### src/rtl/amr_pkg.sv
// Shared types and constants for the four-channel audio mixer/resampler.
// No dependencies; the files that use it refer to it by scoped names.
package amr_pkg;

	typedef logic [4:0]  level_t;
	typedef logic [1:0]  cfg_idx_t;
	typedef logic [23:0] cfg_data_t;

	localparam cfg_idx_t CFG_CLOCK_RATE    = 2'd0;
	localparam cfg_idx_t CFG_SAMPLE_RATE   = 2'd1;
	localparam cfg_idx_t CFG_FILTER_CHARGE = 2'd2;

	localparam logic [23:0] CLOCK_RATE_RST    = 24'd4194304;
	localparam logic [17:0] SAMPLE_RATE_RST   = 18'd44100;
	localparam logic [15:0] FILTER_CHARGE_RST = 16'd65275;

	localparam level_t LEVEL_SILENT = 5'd16;

	// ceil(2^27 / 15): sum * 2048 / 15 == (|sum| * RECIP_15) >> 16
	localparam logic [23:0] RECIP_15 = 24'd8947849;
	localparam logic signed [16:0] SAMPLE_SCALE = 17'sd32767;

	typedef enum logic [2:0] {
		ST_IDLE,
		ST_MIX,
		ST_PHASE,
		ST_FLT_X,
		ST_FLT_OUT,
		ST_FLT_MUL,
		ST_FLT_CAP
	} state_t;

	typedef struct packed {
		logic       load;
		logic       mix;
		logic [1:0] ch;
		logic       phase;
		logic       flt_x;
		logic       flt_out;
		logic       flt_mul;
		logic       flt_cap;
	} cmd_t;

	typedef struct packed {
		logic fire;
		logic out_busy;
	} sts_t;

endpackage

### src/rtl/amr_tick_if.sv
// Input channel: one audio sub-tick per transaction.
// Depends on amr_pkg.
interface amr_tick_if;
	logic            valid;
	logic            ready;
	amr_pkg::level_t level_one;
	amr_pkg::level_t level_two;
	amr_pkg::level_t level_three;
	amr_pkg::level_t level_four;
	logic [7:0]      panning;
	logic [7:0]      mix_volume;
	logic [3:0]      channel_enable;

	modport source (output valid, level_one, level_two, level_three, level_four,
		panning, mix_volume, channel_enable, input ready);
	modport sink (input valid, level_one, level_two, level_three, level_four,
		panning, mix_volume, channel_enable, output ready);
endinterface

### src/rtl/amr_smp_if.sv
// Output channel: one stereo sample pair per transaction.
// No dependencies.
interface amr_smp_if;
	logic               valid;
	logic               ready;
	logic signed [15:0] left_sample;
	logic signed [15:0] right_sample;

	modport source (output valid, left_sample, right_sample, input ready);
	modport sink (input valid, left_sample, right_sample, output ready);
endinterface

### src/rtl/amr_cfg_if.sv
// Configuration write channel: register index and write data.
// Depends on amr_pkg.
interface amr_cfg_if;
	logic                 valid;
	logic                 ready;
	amr_pkg::cfg_idx_t    index;
	amr_pkg::cfg_data_t   data;

	modport source (output valid, index, data, input ready);
	modport sink (input valid, index, data, output ready);
endinterface

### src/rtl/amr_dp.sv
// Datapath: config registers, level mixing, phase accumulator, DC-blocking
// filter and output register. Driven by amr_ctrl commands; depends on amr_pkg.
module amr_dp (
	input  logic                clk,
	input  logic                arst_n,
	input  amr_pkg::cmd_t       cmd,
	output amr_pkg::sts_t       sts,
	input  amr_pkg::level_t     level_one,
	input  amr_pkg::level_t     level_two,
	input  amr_pkg::level_t     level_three,
	input  amr_pkg::level_t     level_four,
	input  logic [7:0]          panning,
	input  logic [7:0]          mix_volume,
	input  logic [3:0]          channel_enable,
	input  logic                cfg_we,
	input  amr_pkg::cfg_idx_t   cfg_index,
	input  amr_pkg::cfg_data_t  cfg_data,
	output logic                out_valid,
	input  logic                out_ready,
	output logic signed [15:0]  left_sample,
	output logic signed [15:0]  right_sample
);

	function automatic logic signed [5:0] half_units(input amr_pkg::level_t lvl);
		logic signed [5:0] hu;
		if (lvl >= amr_pkg::LEVEL_SILENT) begin
			hu = 6'sd0;
		end else begin
			hu = $signed({lvl, 1'b0}) - 6'sd15;
		end
		return hu;
	endfunction

	logic [23:0]        clock_rate_q;
	logic [17:0]        sample_rate_q;
	logic [15:0]        filter_charge_q;

	amr_pkg::level_t    lvl_q  [4];
	amr_pkg::level_t    prev_q [4];
	logic [7:0]         pan_q;
	logic [7:0]         vol_q;
	logic [3:0]         en_q;

	logic signed [11:0] sum_q [2];
	logic signed [19:0] cap_q [2];
	logic [23:0]        acc_q;

	logic [35:0]        prod_s1 [2];
	logic               neg_s1  [2];
	logic signed [19:0] x_s2    [2];
	logic signed [20:0] out_s2  [2];
	logic signed [37:0] pf_s3   [2];
	logic signed [37:0] ps_s3   [2];

	logic               out_valid_q;
	logic signed [15:0] left_q;
	logic signed [15:0] right_q;

	amr_pkg::level_t    now_lvl;
	amr_pkg::level_t    before_lvl;
	logic signed [6:0]  delta;
	logic [2:0]         vol_code [2];
	logic               route    [2];
	logic signed [11:0] term     [2];
	logic signed [12:0] sum_wide [2];
	logic signed [11:0] sum_next [2];

	logic [24:0]        acc_sum;
	logic [24:0]        acc_sub;
	logic               fire;
	logic [23:0]        acc_next;

	logic [11:0]        mag      [2];
	logic [18:0]        quot     [2];
	logic signed [19:0] x_val    [2];
	logic signed [21:0] fl_val   [2];
	logic signed [22:0] cap_wide [2];
	logic signed [19:0] cap_next [2];
	logic signed [37:0] ps_adj   [2];
	logic signed [21:0] smp_wide [2];
	logic signed [15:0] smp_next [2];

	always_comb begin
		now_lvl     = lvl_q[cmd.ch];
		before_lvl  = prev_q[cmd.ch];
		delta       = 7'(half_units(now_lvl)) - 7'(half_units(before_lvl));
		vol_code[0] = vol_q[6:4];
		vol_code[1] = vol_q[2:0];
		route[0]    = en_q[cmd.ch] & pan_q[{1'b1, cmd.ch}];
		route[1]    = en_q[cmd.ch] & pan_q[{1'b0, cmd.ch}];
		for (int s = 0; s < 2; s++) begin
			term[s] = delta * $signed({1'b0, {1'b0, vol_code[s]} + 4'd1});
			sum_wide[s] = {sum_q[s][11], sum_q[s]} + {term[s][11], term[s]};
			if (sum_wide[s] > 13'sd2047) begin
				sum_next[s] = 12'sd2047;
			end else if (sum_wide[s] < -13'sd2048) begin
				sum_next[s] = -12'sd2048;
			end else begin
				sum_next[s] = sum_wide[s][11:0];
			end
		end
	end

	always_comb begin
		acc_sum  = {1'b0, acc_q} + {7'd0, sample_rate_q};
		fire     = acc_sum >= {1'b0, clock_rate_q};
		acc_sub  = acc_sum - {1'b0, clock_rate_q};
		acc_next = acc_sub[24] ? 24'hFFFFFF : acc_sub[23:0];
	end

	always_comb begin
		for (int s = 0; s < 2; s++) begin
			mag[s]   = sum_q[s][11] ? (~sum_q[s] + 12'd1) : sum_q[s];
			quot[s]  = prod_s1[s][34:16];
			x_val[s] = neg_s1[s] ? -$signed({1'b0, quot[s]}) : $signed({1'b0, quot[s]});
			fl_val[s]   = pf_s3[s][37:16];
			cap_wide[s] = {{3{x_s2[s][19]}}, x_s2[s]} - {fl_val[s][21], fl_val[s]};
			if (cap_wide[s] > 23'sd524287) begin
				cap_next[s] = 20'sd524287;
			end else if (cap_wide[s] < -23'sd524288) begin
				cap_next[s] = -20'sd524288;
			end else begin
				cap_next[s] = cap_wide[s][19:0];
			end
			ps_adj[s]   = ps_s3[s][37] ? (ps_s3[s] + 38'sd65535) : ps_s3[s];
			smp_wide[s] = ps_adj[s][37:16];
			if (smp_wide[s] > 22'sd32767) begin
				smp_next[s] = 16'sd32767;
			end else if (smp_wide[s] < -22'sd32768) begin
				smp_next[s] = -16'sd32768;
			end else begin
				smp_next[s] = smp_wide[s][15:0];
			end
		end
	end

	always_ff @(posedge clk or negedge arst_n) begin
		if (!arst_n) begin
			clock_rate_q    <= amr_pkg::CLOCK_RATE_RST;
			sample_rate_q   <= amr_pkg::SAMPLE_RATE_RST;
			filter_charge_q <= amr_pkg::FILTER_CHARGE_RST;
		end else if (cfg_we) begin
			unique case (cfg_index)
				amr_pkg::CFG_CLOCK_RATE:    clock_rate_q    <= cfg_data;
				amr_pkg::CFG_SAMPLE_RATE:   sample_rate_q   <= cfg_data[17:0];
				amr_pkg::CFG_FILTER_CHARGE: filter_charge_q <= cfg_data[15:0];
				default: ;
			endcase
		end
	end

	always_ff @(posedge clk or negedge arst_n) begin
		if (!arst_n) begin
			for (int c = 0; c < 4; c++) begin
				prev_q[c] <= amr_pkg::LEVEL_SILENT;
			end
			for (int s = 0; s < 2; s++) begin
				sum_q[s] <= '0;
				cap_q[s] <= '0;
			end
			acc_q       <= '0;
			out_valid_q <= 1'b0;
		end else begin
			if (cmd.mix) begin
				prev_q[cmd.ch] <= now_lvl;
				for (int s = 0; s < 2; s++) begin
					if (route[s]) begin
						sum_q[s] <= sum_next[s];
					end
				end
			end
			if (cmd.phase) begin
				acc_q <= fire ? acc_next : acc_sum[23:0];
			end
			if (cmd.flt_cap) begin
				for (int s = 0; s < 2; s++) begin
					cap_q[s] <= cap_next[s];
				end
				out_valid_q <= 1'b1;
			end else if (out_ready) begin
				out_valid_q <= 1'b0;
			end
		end
	end

	always_ff @(posedge clk) begin
		if (cmd.load) begin
			lvl_q[0] <= level_one;
			lvl_q[1] <= level_two;
			lvl_q[2] <= level_three;
			lvl_q[3] <= level_four;
			pan_q    <= panning;
			vol_q    <= mix_volume;
			en_q     <= channel_enable;
		end
		for (int s = 0; s < 2; s++) begin
			if (cmd.flt_x) begin
				prod_s1[s] <= {24'd0, mag[s]} * {12'd0, amr_pkg::RECIP_15};
				neg_s1[s]  <= sum_q[s][11];
			end
			if (cmd.flt_out) begin
				x_s2[s]   <= x_val[s];
				out_s2[s] <= {x_val[s][19], x_val[s]} - {cap_q[s][19], cap_q[s]};
			end
			if (cmd.flt_mul) begin
				pf_s3[s] <= out_s2[s] * $signed({1'b0, filter_charge_q});
				ps_s3[s] <= out_s2[s] * amr_pkg::SAMPLE_SCALE;
			end
		end
		if (cmd.flt_cap) begin
			left_q  <= smp_next[0];
			right_q <= smp_next[1];
		end
	end

	assign sts.fire     = fire;
	assign sts.out_busy = out_valid_q & ~out_ready;
	assign out_valid    = out_valid_q;
	assign left_sample  = left_q;
	assign right_sample = right_q;

endmodule

### src/rtl/amr_ctrl.sv
// Controller: sequences accept, per-channel mix, phase step and filter stages.
// Depends on amr_pkg; drives amr_dp through cmd_t and reads sts_t.
module amr_ctrl (
	input  logic          clk,
	input  logic          arst_n,
	input  logic          in_valid,
	output logic          in_ready,
	input  amr_pkg::sts_t sts,
	output amr_pkg::cmd_t cmd
);

	amr_pkg::state_t state_q;
	amr_pkg::state_t state_nxt;
	logic [1:0]      ch_q;

	always_comb begin
		state_nxt = state_q;
		unique case (state_q)
			amr_pkg::ST_IDLE:    if (in_valid) state_nxt = amr_pkg::ST_MIX;
			amr_pkg::ST_MIX:     if (ch_q == 2'd3) state_nxt = amr_pkg::ST_PHASE;
			amr_pkg::ST_PHASE: begin
				state_nxt = sts.fire ? amr_pkg::ST_FLT_X : amr_pkg::ST_IDLE;
			end
			amr_pkg::ST_FLT_X:   state_nxt = amr_pkg::ST_FLT_OUT;
			amr_pkg::ST_FLT_OUT: state_nxt = amr_pkg::ST_FLT_MUL;
			amr_pkg::ST_FLT_MUL: state_nxt = amr_pkg::ST_FLT_CAP;
			amr_pkg::ST_FLT_CAP: if (!sts.out_busy) state_nxt = amr_pkg::ST_IDLE;
			default:             state_nxt = amr_pkg::ST_IDLE;
		endcase
	end

	always_comb begin
		cmd      = '0;
		cmd.ch   = ch_q;
		in_ready = 1'b0;
		unique case (state_q)
			amr_pkg::ST_IDLE: begin
				in_ready = 1'b1;
				cmd.load = in_valid;
			end
			amr_pkg::ST_MIX:     cmd.mix     = 1'b1;
			amr_pkg::ST_PHASE:   cmd.phase   = 1'b1;
			amr_pkg::ST_FLT_X:   cmd.flt_x   = 1'b1;
			amr_pkg::ST_FLT_OUT: cmd.flt_out = 1'b1;
			amr_pkg::ST_FLT_MUL: cmd.flt_mul = 1'b1;
			amr_pkg::ST_FLT_CAP: cmd.flt_cap = ~sts.out_busy;
			default: ;
		endcase
	end

	always_ff @(posedge clk or negedge arst_n) begin
		if (!arst_n) begin
			state_q <= amr_pkg::ST_IDLE;
			ch_q    <= 2'd0;
		end else begin
			state_q <= state_nxt;
			if (state_q == amr_pkg::ST_MIX) begin
				ch_q <= ch_q + 2'd1;
			end
		end
	end

endmodule

### src/rtl/four_channel_audio_mixer_resampler_core.sv
// Top level of the four-channel audio mixer/resampler.
// Depends on amr_pkg, amr_tick_if, amr_smp_if, amr_cfg_if, amr_ctrl, amr_dp.
//
//   channel | dir | payload                                       | sync
//   tick    | in  | four levels, panning, mix_volume, enables     | valid/ready
//   samples | out | left_sample, right_sample                     | valid/ready
//   cfg     | in  | index (0 clock, 1 sample rate, 2 charge), data| valid/ready
//
// A tick steps through accept, the mix loop over the four channels and a phase step.
// A tick that produces a sample then passes four more filter stages.
// tick.ready is high only in the idle state; cfg.ready is always high.
// A held output stalls the last filter stage until it is taken.
// arst_n clears sums, capacitors, accumulator and restores the register defaults.
module four_channel_audio_mixer_resampler_core (
	input  logic     clk,
	input  logic     arst_n,
	amr_tick_if.sink tick,
	amr_smp_if.source samples,
	amr_cfg_if.sink  cfg
);

	amr_pkg::cmd_t cmd;
	amr_pkg::sts_t sts;

	assign cfg.ready = 1'b1;

	amr_ctrl u_ctrl (
		.clk      (clk),
		.arst_n   (arst_n),
		.in_valid (tick.valid),
		.in_ready (tick.ready),
		.sts      (sts),
		.cmd      (cmd)
	);

	amr_dp u_dp (
		.clk            (clk),
		.arst_n         (arst_n),
		.cmd            (cmd),
		.sts            (sts),
		.level_one      (tick.level_one),
		.level_two      (tick.level_two),
		.level_three    (tick.level_three),
		.level_four     (tick.level_four),
		.panning        (tick.panning),
		.mix_volume     (tick.mix_volume),
		.channel_enable (tick.channel_enable),
		.cfg_we         (cfg.valid),
		.cfg_index      (cfg.index),
		.cfg_data       (cfg.data),
		.out_valid      (samples.valid),
		.out_ready      (samples.ready),
		.left_sample    (samples.left_sample),
		.right_sample   (samples.right_sample)
	);

endmodule
### src/flat_wrapper.sv
// flat-port wrapper written by rule: the top's interface ports become plain ports
module four_channel_audio_mixer_resampler_core_flat 
  (clk, arst_n, tick_valid, tick_level_one, tick_level_two, tick_level_three, tick_level_four, tick_panning, tick_mix_volume, tick_channel_enable, tick_ready, samples_valid, samples_left_sample, samples_right_sample, samples_ready, cfg_valid, cfg_index, cfg_data, cfg_ready);
  amr_tick_if tick_i ();
  amr_smp_if samples_i ();
  amr_cfg_if cfg_i ();
  input  logic clk;
  input  logic arst_n;
  input wire logic [$bits(tick_i.valid)-1:0] tick_valid;
  input wire logic [$bits(tick_i.level_one)-1:0] tick_level_one;
  input wire logic [$bits(tick_i.level_two)-1:0] tick_level_two;
  input wire logic [$bits(tick_i.level_three)-1:0] tick_level_three;
  input wire logic [$bits(tick_i.level_four)-1:0] tick_level_four;
  input wire logic [$bits(tick_i.panning)-1:0] tick_panning;
  input wire logic [$bits(tick_i.mix_volume)-1:0] tick_mix_volume;
  input wire logic [$bits(tick_i.channel_enable)-1:0] tick_channel_enable;
  output wire logic [$bits(tick_i.ready)-1:0] tick_ready;
  output wire logic [$bits(samples_i.valid)-1:0] samples_valid;
  output wire logic [$bits(samples_i.left_sample)-1:0] samples_left_sample;
  output wire logic [$bits(samples_i.right_sample)-1:0] samples_right_sample;
  input wire logic [$bits(samples_i.ready)-1:0] samples_ready;
  input wire logic [$bits(cfg_i.valid)-1:0] cfg_valid;
  input wire logic [$bits(cfg_i.index)-1:0] cfg_index;
  input wire logic [$bits(cfg_i.data)-1:0] cfg_data;
  output wire logic [$bits(cfg_i.ready)-1:0] cfg_ready;
  assign tick_i.valid = tick_valid;
  assign tick_i.level_one = tick_level_one;
  assign tick_i.level_two = tick_level_two;
  assign tick_i.level_three = tick_level_three;
  assign tick_i.level_four = tick_level_four;
  assign tick_i.panning = tick_panning;
  assign tick_i.mix_volume = tick_mix_volume;
  assign tick_i.channel_enable = tick_channel_enable;
  assign tick_ready = tick_i.ready;
  assign samples_valid = samples_i.valid;
  assign samples_left_sample = samples_i.left_sample;
  assign samples_right_sample = samples_i.right_sample;
  assign samples_i.ready = samples_ready;
  assign cfg_i.valid = cfg_valid;
  assign cfg_i.index = cfg_index;
  assign cfg_i.data = cfg_data;
  assign cfg_ready = cfg_i.ready;
  four_channel_audio_mixer_resampler_core u_core (.clk(clk), .arst_n(arst_n), .tick(tick_i), .samples(samples_i), .cfg(cfg_i));
endmodule
### config.mk
export PLATFORM = sky130hd
export DESIGN_NAME = four_channel_audio_mixer_resampler_core_flat
export DESIGN_NICKNAME = d
export VERILOG_FILES = /design/src/rtl/amr_pkg.sv /design/src/rtl/amr_tick_if.sv /design/src/rtl/amr_smp_if.sv /design/src/rtl/amr_cfg_if.sv /design/src/rtl/amr_dp.sv /design/src/rtl/amr_ctrl.sv /design/src/rtl/four_channel_audio_mixer_resampler_core.sv /design/src/flat_wrapper.sv
export SDC_FILE = /design/constraint.sdc
export NUM_CORES = 2
export LEC_CHECK = 0
export BUFFER_PORTS_ARGS = -buffer_cell sky130_fd_sc_hd__buf_2
export CORE_MARGIN = 2
export CORE_UTILIZATION = 30
export DETAILED_ROUTE_END_ITERATION = 10
export PLACE_DENSITY = 0.46
export SLEW_MARGIN = 20
export SYNTH_ARGS = -nofsm -noshare
export SYNTH_HDL_FRONTEND = slang
export SYNTH_SLANG_ARGS = --single-unit
export TNS_END_PERCENT = 30
### constraint.sdc
create_clock -name clk -period 13.65 [get_ports clk]
set_clock_uncertainty 0.1 [all_clocks]
set_input_delay 2.73 -clock clk [delete_from_list [all_inputs] [get_ports clk]]
set_output_delay 2.73 -clock clk [all_outputs]
set_load 0.05 [all_outputs]
==> impl_metrics.prom <==
# TYPE chip_impl_metric gauge
chip_impl_metric{name="layout_setup_ws",unit="ns"} 5.76
chip_impl_metric{name="synth.avg_cell_area",unit="um2"} 9.92
chip_impl_metric{name="numClockSinks",unit=""} 482
chip_impl_info{name="synth_common_cells",value="1595 x inv_1, 1178 x fa_1, 726 x ha_1"} 1
chip_impl_metric{name="worst_skew_pair.late_latency",unit="ns"} 0.73
chip_impl_metric{name="cts.repair_timing.setup_buffer_count",unit=""} 0
chip_impl_metric{name="totalWireLength",unit="mm"} 171
chip_impl_info{name="tritoncts",value="yes"} 1
chip_impl_metric{name="slew_headroom",unit=""} 0.272
chip_impl_metric{name="route.antenna.remaining_nets",unit=""} 0
chip_impl_metric{name="seq_area_frac_synth",unit=""} 0.190
chip_impl_metric{name="count_of_synthesis_stage_warnings_from_yosys",unit=""} 0
chip_impl_metric{name="final_period_minus_worst_setup_slack",unit="ns"} 7.89
chip_impl_metric{name="drt_iter0_markers",unit=""} 2051
chip_impl_metric{name="syn-num-nets",unit=""} 9221
chip_impl_metric{name="final_nets",unit=""} 9260
chip_impl_metric{name="async_reset_ff_frac",unit=""} 0.357
chip_impl_metric{name="top_level_ports",unit=""} 106
chip_impl_metric{name="final.setup.tns",unit="ns"} 0
chip_impl_metric{name="num_vias",unit=""} 47800
chip_impl_metric{name="drcViolationCount",unit=""} 0
chip_impl_metric{name="report.final.hold_viol_count",unit=""} 0
chip_impl_metric{name="postSynthRegisterBits",unit=""} 482
chip_impl_metric{name="grt_antenna_before_repair",unit=""} 19
chip_impl_info{name="post_synth_main_area_contributors",value="fa_1 33%, edfxtp_1 13%, ha_1 13%"} 1
chip_impl_metric{name="place_congestion",unit=""} 0.822
chip_impl_metric{name="cp.required",unit="ns"} 13.99
chip_impl_info{name="cpMaxStageDelayCell",value="dfstp_2"} 1
chip_impl_info{name="synth_top_area_cell",value="fa_1"} 1
chip_impl_metric{name="core.rowCount",unit=""} 179
chip_impl_info{name="setup.worst_path.start_class",value="register"} 1
chip_impl_metric{name="layout-drive-gt1-share",unit=""} 0.0651
chip_impl_metric{name="synth_enable_flop_cells",unit=""} 310
chip_impl_info{name="rsz0062_at_grt",value="false"} 1
chip_impl_metric{name="grt_first_pass_wirelength",unit="mm"} 284
chip_impl_metric{name="fin_crit_sh",unit=""} 0.578
chip_impl_metric{name="place.detailed.instances",unit=""} 10400
chip_impl_metric{name="max_freq",unit="MHz"} 127
chip_impl_metric{name="numPortBuffers",unit=""} 102
chip_impl_metric{name="max-cap-violations",unit=""} 0
chip_impl_info{name="library_cell_used_as_clock_root_buffer",value="clkbuf_16"} 1
chip_impl_info{name="status",value="complete, no violations"} 1
chip_impl_info{name="synth_most_common_cell",value="inv_1"} 1
chip_impl_metric{name="post_cts.resized_instances",unit=""} 0
chip_impl_info{name="synth_ff_type",value="edfxtp_1"} 1
chip_impl_metric{name="die_area",unit="mm2"} 0.244
chip_impl_metric{name="cts_clock_pin_slew_for_the_worst_setup_and_hold_paths",unit="ns"} 0.06
chip_impl_info{name="critical-path-top-delay-family",value="adder cells"} 1
chip_impl_metric{name="first_pass_iters",unit=""} 5
chip_impl_metric{name="layout_area_growth_over_synthesis",unit="%"} 8.91
chip_impl_metric{name="initial_core_util",unit=""} 0.302
chip_impl_info{name="crit_chain",value="buf_4 -> nand2_1 -> fa_1 -> inv_1 -> fa_1 -> inv_1 -> fa_1 -> inv_1 -> fa_1 -> inv_1 -> fa_1 -> inv_1 -> fa_1 -> ha_1 -> nand4_1 -> a211oi_1 -> a2111oi_2 -> o21ai_1 -> a221o_1 -> a31oi_1 -> o21ba_2 -> o211ai_1 -> xor2_1"} 1
chip_impl_metric{name="globalRouteTotalUtil",unit=""} 0.145
chip_impl_info{name="path_class",value="reg2reg"} 1
chip_impl_metric{name="detail_route.wl_per_cell",unit="um"} 16.3
chip_impl_metric{name="core_box_area",unit="mm2"} 0.238
chip_impl_metric{name="htree_num_levels",unit=""} 2
chip_impl_metric{name="finish.cell_count_without_fillers",unit=""} 10500
chip_impl_metric{name="area_share_of_the_largest_cell_type_after_synthesis",unit=""} 0.328
chip_impl_metric{name="die_height",unit="um"} 494
chip_impl_metric{name="critPathMaxStageDelay",unit="ns"} 0.95
chip_impl_metric{name="postLayoutCellArea",unit="mm2"} 0.0783
chip_impl_metric{name="dpl.hpwl",unit="mm"} 134
chip_impl_metric{name="syn-cell-area",unit="mm2"} 0.0719
chip_impl_metric{name="critical_path.n_buffers_inverters",unit=""} 6
chip_impl_metric{name="number_of_buffers_created_by_cts",unit=""} 61
chip_impl_metric{name="clk_path_buf_depth",unit=""} 3
chip_impl_info{name="cpMostUsedCell",value="fa_1"} 1
chip_impl_metric{name="synth.distinct_cells",unit=""} 100
chip_impl_metric{name="floorplan.die.width",unit="um"} 494
chip_impl_metric{name="worst_slew_pin_slew",unit="ns"} 1.09
chip_impl_metric{name="detailedPlace.worstSlack",unit="ns"} 5.36
chip_impl_metric{name="global_route.overflow_total",unit=""} 0
chip_impl_metric{name="cp_data_arrival_time",unit="ns"} 8.24
chip_impl_metric{name="postCtsHoldBufs",unit=""} 0
chip_impl_metric{name="number_of_global_route_vias_before_repair",unit=""} 51900
chip_impl_info{name="hold_class",value="reg2reg"} 1
chip_impl_metric{name="worst-path-max-fanout",unit=""} 23
chip_impl_metric{name="pin_count_of_the_biggest_net_entering_global_routing",unit=""} 108
chip_impl_metric{name="setup_viol_count_final",unit=""} 0
chip_impl_metric{name="netlist_instances",unit=""} 7246
chip_impl_metric{name="timing.final.max_slew_violations",unit=""} 0
chip_impl_info{name="type_of_destination_of_the_critical_path",value="register"} 1
chip_impl_metric{name="avgViaCountPerCell",unit=""} 4.55
chip_impl_metric{name="post_dp_cell_area",unit="mm2"} 0.0762
[layout make-up]
| class | instances | area [um2] |
|---|---|---|
| inverters | 1595 | 5990 |
| repair buffers | 181 | 1110 |
| well taps | 3167 | 3960 |
| clock inverters | 37 | 374 |
| flip-flops and latches | 482 | 13600 |
| clock buffers | 79 | 1700 |
| multi-input cells | 4964 | 51500 |
| diodes | 5 | 12.5 |
| fillers | 24400 | 160000 |
[final timing paths]
path	start	end	slack (ns)	cells after the start
worst min-delay path	u_core.u_dp.prod_s1[0][16]$_DFFE_PP_	u_core.u_dp.x_s2[0][0]$_DFFE_PP_	0.38	0
max in group asynchronous	arst_n	u_core.u_dp.cap_q[19]$_DFFE_PN0P_	9.92	2
worst max register to register	u_core.u_dp.filter_charge_q[6]$_DFFE_PN1P_	u_core.u_dp.pf_s3[0][67]$_DFFE_PP_	5.76	23
min in group asynchronous	arst_n	u_core.u_dp.sum_q[22]$_DFFE_PN0P_	2.04	1
worst max-delay path	u_core.u_dp.filter_charge_q[6]$_DFFE_PN1P_	u_core.u_dp.pf_s3[0][67]$_DFFE_PP_	5.76	23
worst min register to register	u_core.u_dp.prod_s1[0][16]$_DFFE_PP_	u_core.u_dp.x_s2[0][0]$_DFFE_PP_	0.38	0
[per-stage QoR]
step,hold WS [ns],utilization
detailed placement,0.374,0.320
CTS,0.388,0.329
finish,0.385,0.329
global placement,0.372,0.320
global route,0.393,0.329
floorplan,0.341,-
[kinds of logic after synthesis]
logic type | synth area share
compound gates | 0.0857
xor+xnor | 0.0493
fa+ha+maj | 0.454
buf+inv | 0.0943
flops | 0.190
mux | 0.0151
other cells | 0.0000521
simple gates | 0.111
[registers in the layout, indices dropped and copies added (netlist names), 3 cells and up]
register	cells
u_core.u_ctrl.state_q	3
u_core.u_dp.out_s2	42
u_core.u_dp.ps_s3	74
u_core.u_dp.prev_q	20
u_core.u_dp.cap_q	40
u_core.u_dp.clock_rate_q	24
u_core.u_dp.left_sample	16
u_core.u_dp.en_q	4
u_core.u_dp.filter_charge_q	16
u_core.u_dp.lvl_q	20
u_core.u_dp.pan_q	8
u_core.u_dp.sum_q	24
u_core.u_dp.acc_q	24
u_core.u_dp.right_sample	16
u_core.u_dp.pf_s3	44
u_core.u_dp.prod_s1	38
u_core.u_dp.sample_rate_q	18
u_core.u_dp.x_s2	40
u_core.u_dp.vol_q	6
[cells in the final DEF (no fill, tap or decap), types with 13 or more instances in the layout]
master,Yosys,final
a22oi_1,13,13
and4_1,13,13
o211ai_1,19,19
nor3_1,72,71
xnor2_1,285,285
buf_4,2,79
nand4_1,24,24
ha_1,726,726
o21ai_0,230,230
and3_1,45,44
a31oi_1,36,36
nor2b_1,46,46
a211oi_1,30,30
dfstp_2,25,25
dfrtp_1,147,147
nand3_1,84,82
a221o_1,39,39
o21ai_1,15,15
or3_1,22,22
a21o_1,116,116
xor2_1,120,119
fa_1,1178,1178
o21a_1,34,34
buf_2,4,101
nand2_1,626,626
o21bai_1,20,20
a21boi_0,13,13
or2_2,53,53
and2_1,291,291
a21oi_1,204,204
nor2_1,245,244
nand2b_1,55,55
mux2_2,64,64
nor4_1,20,20
o31ai_1,33,33
clkbuf_16,0,64
clkinv_2,0,16
inv_1,1595,1594
edfxtp_1,310,310
[layer usage]
| metal | wire, um | global-route usage | up-vias |
|---|---|---|---|
| met2 | 80300 | 0.242 | 641 |
| met4 | 3190 | 0.0290 | 4 |
| met5 | 23 | 0 | - |
| met3 | 5350 | 0.0135 | 180 |
| met1 | 82400 | 0.204 | 23900 |
| li1 | - | - | 23100 |
Power is left out: the tool's default activity adds up to more than one toggle a clock period on the data nets, which glitch-free logic cannot reach.
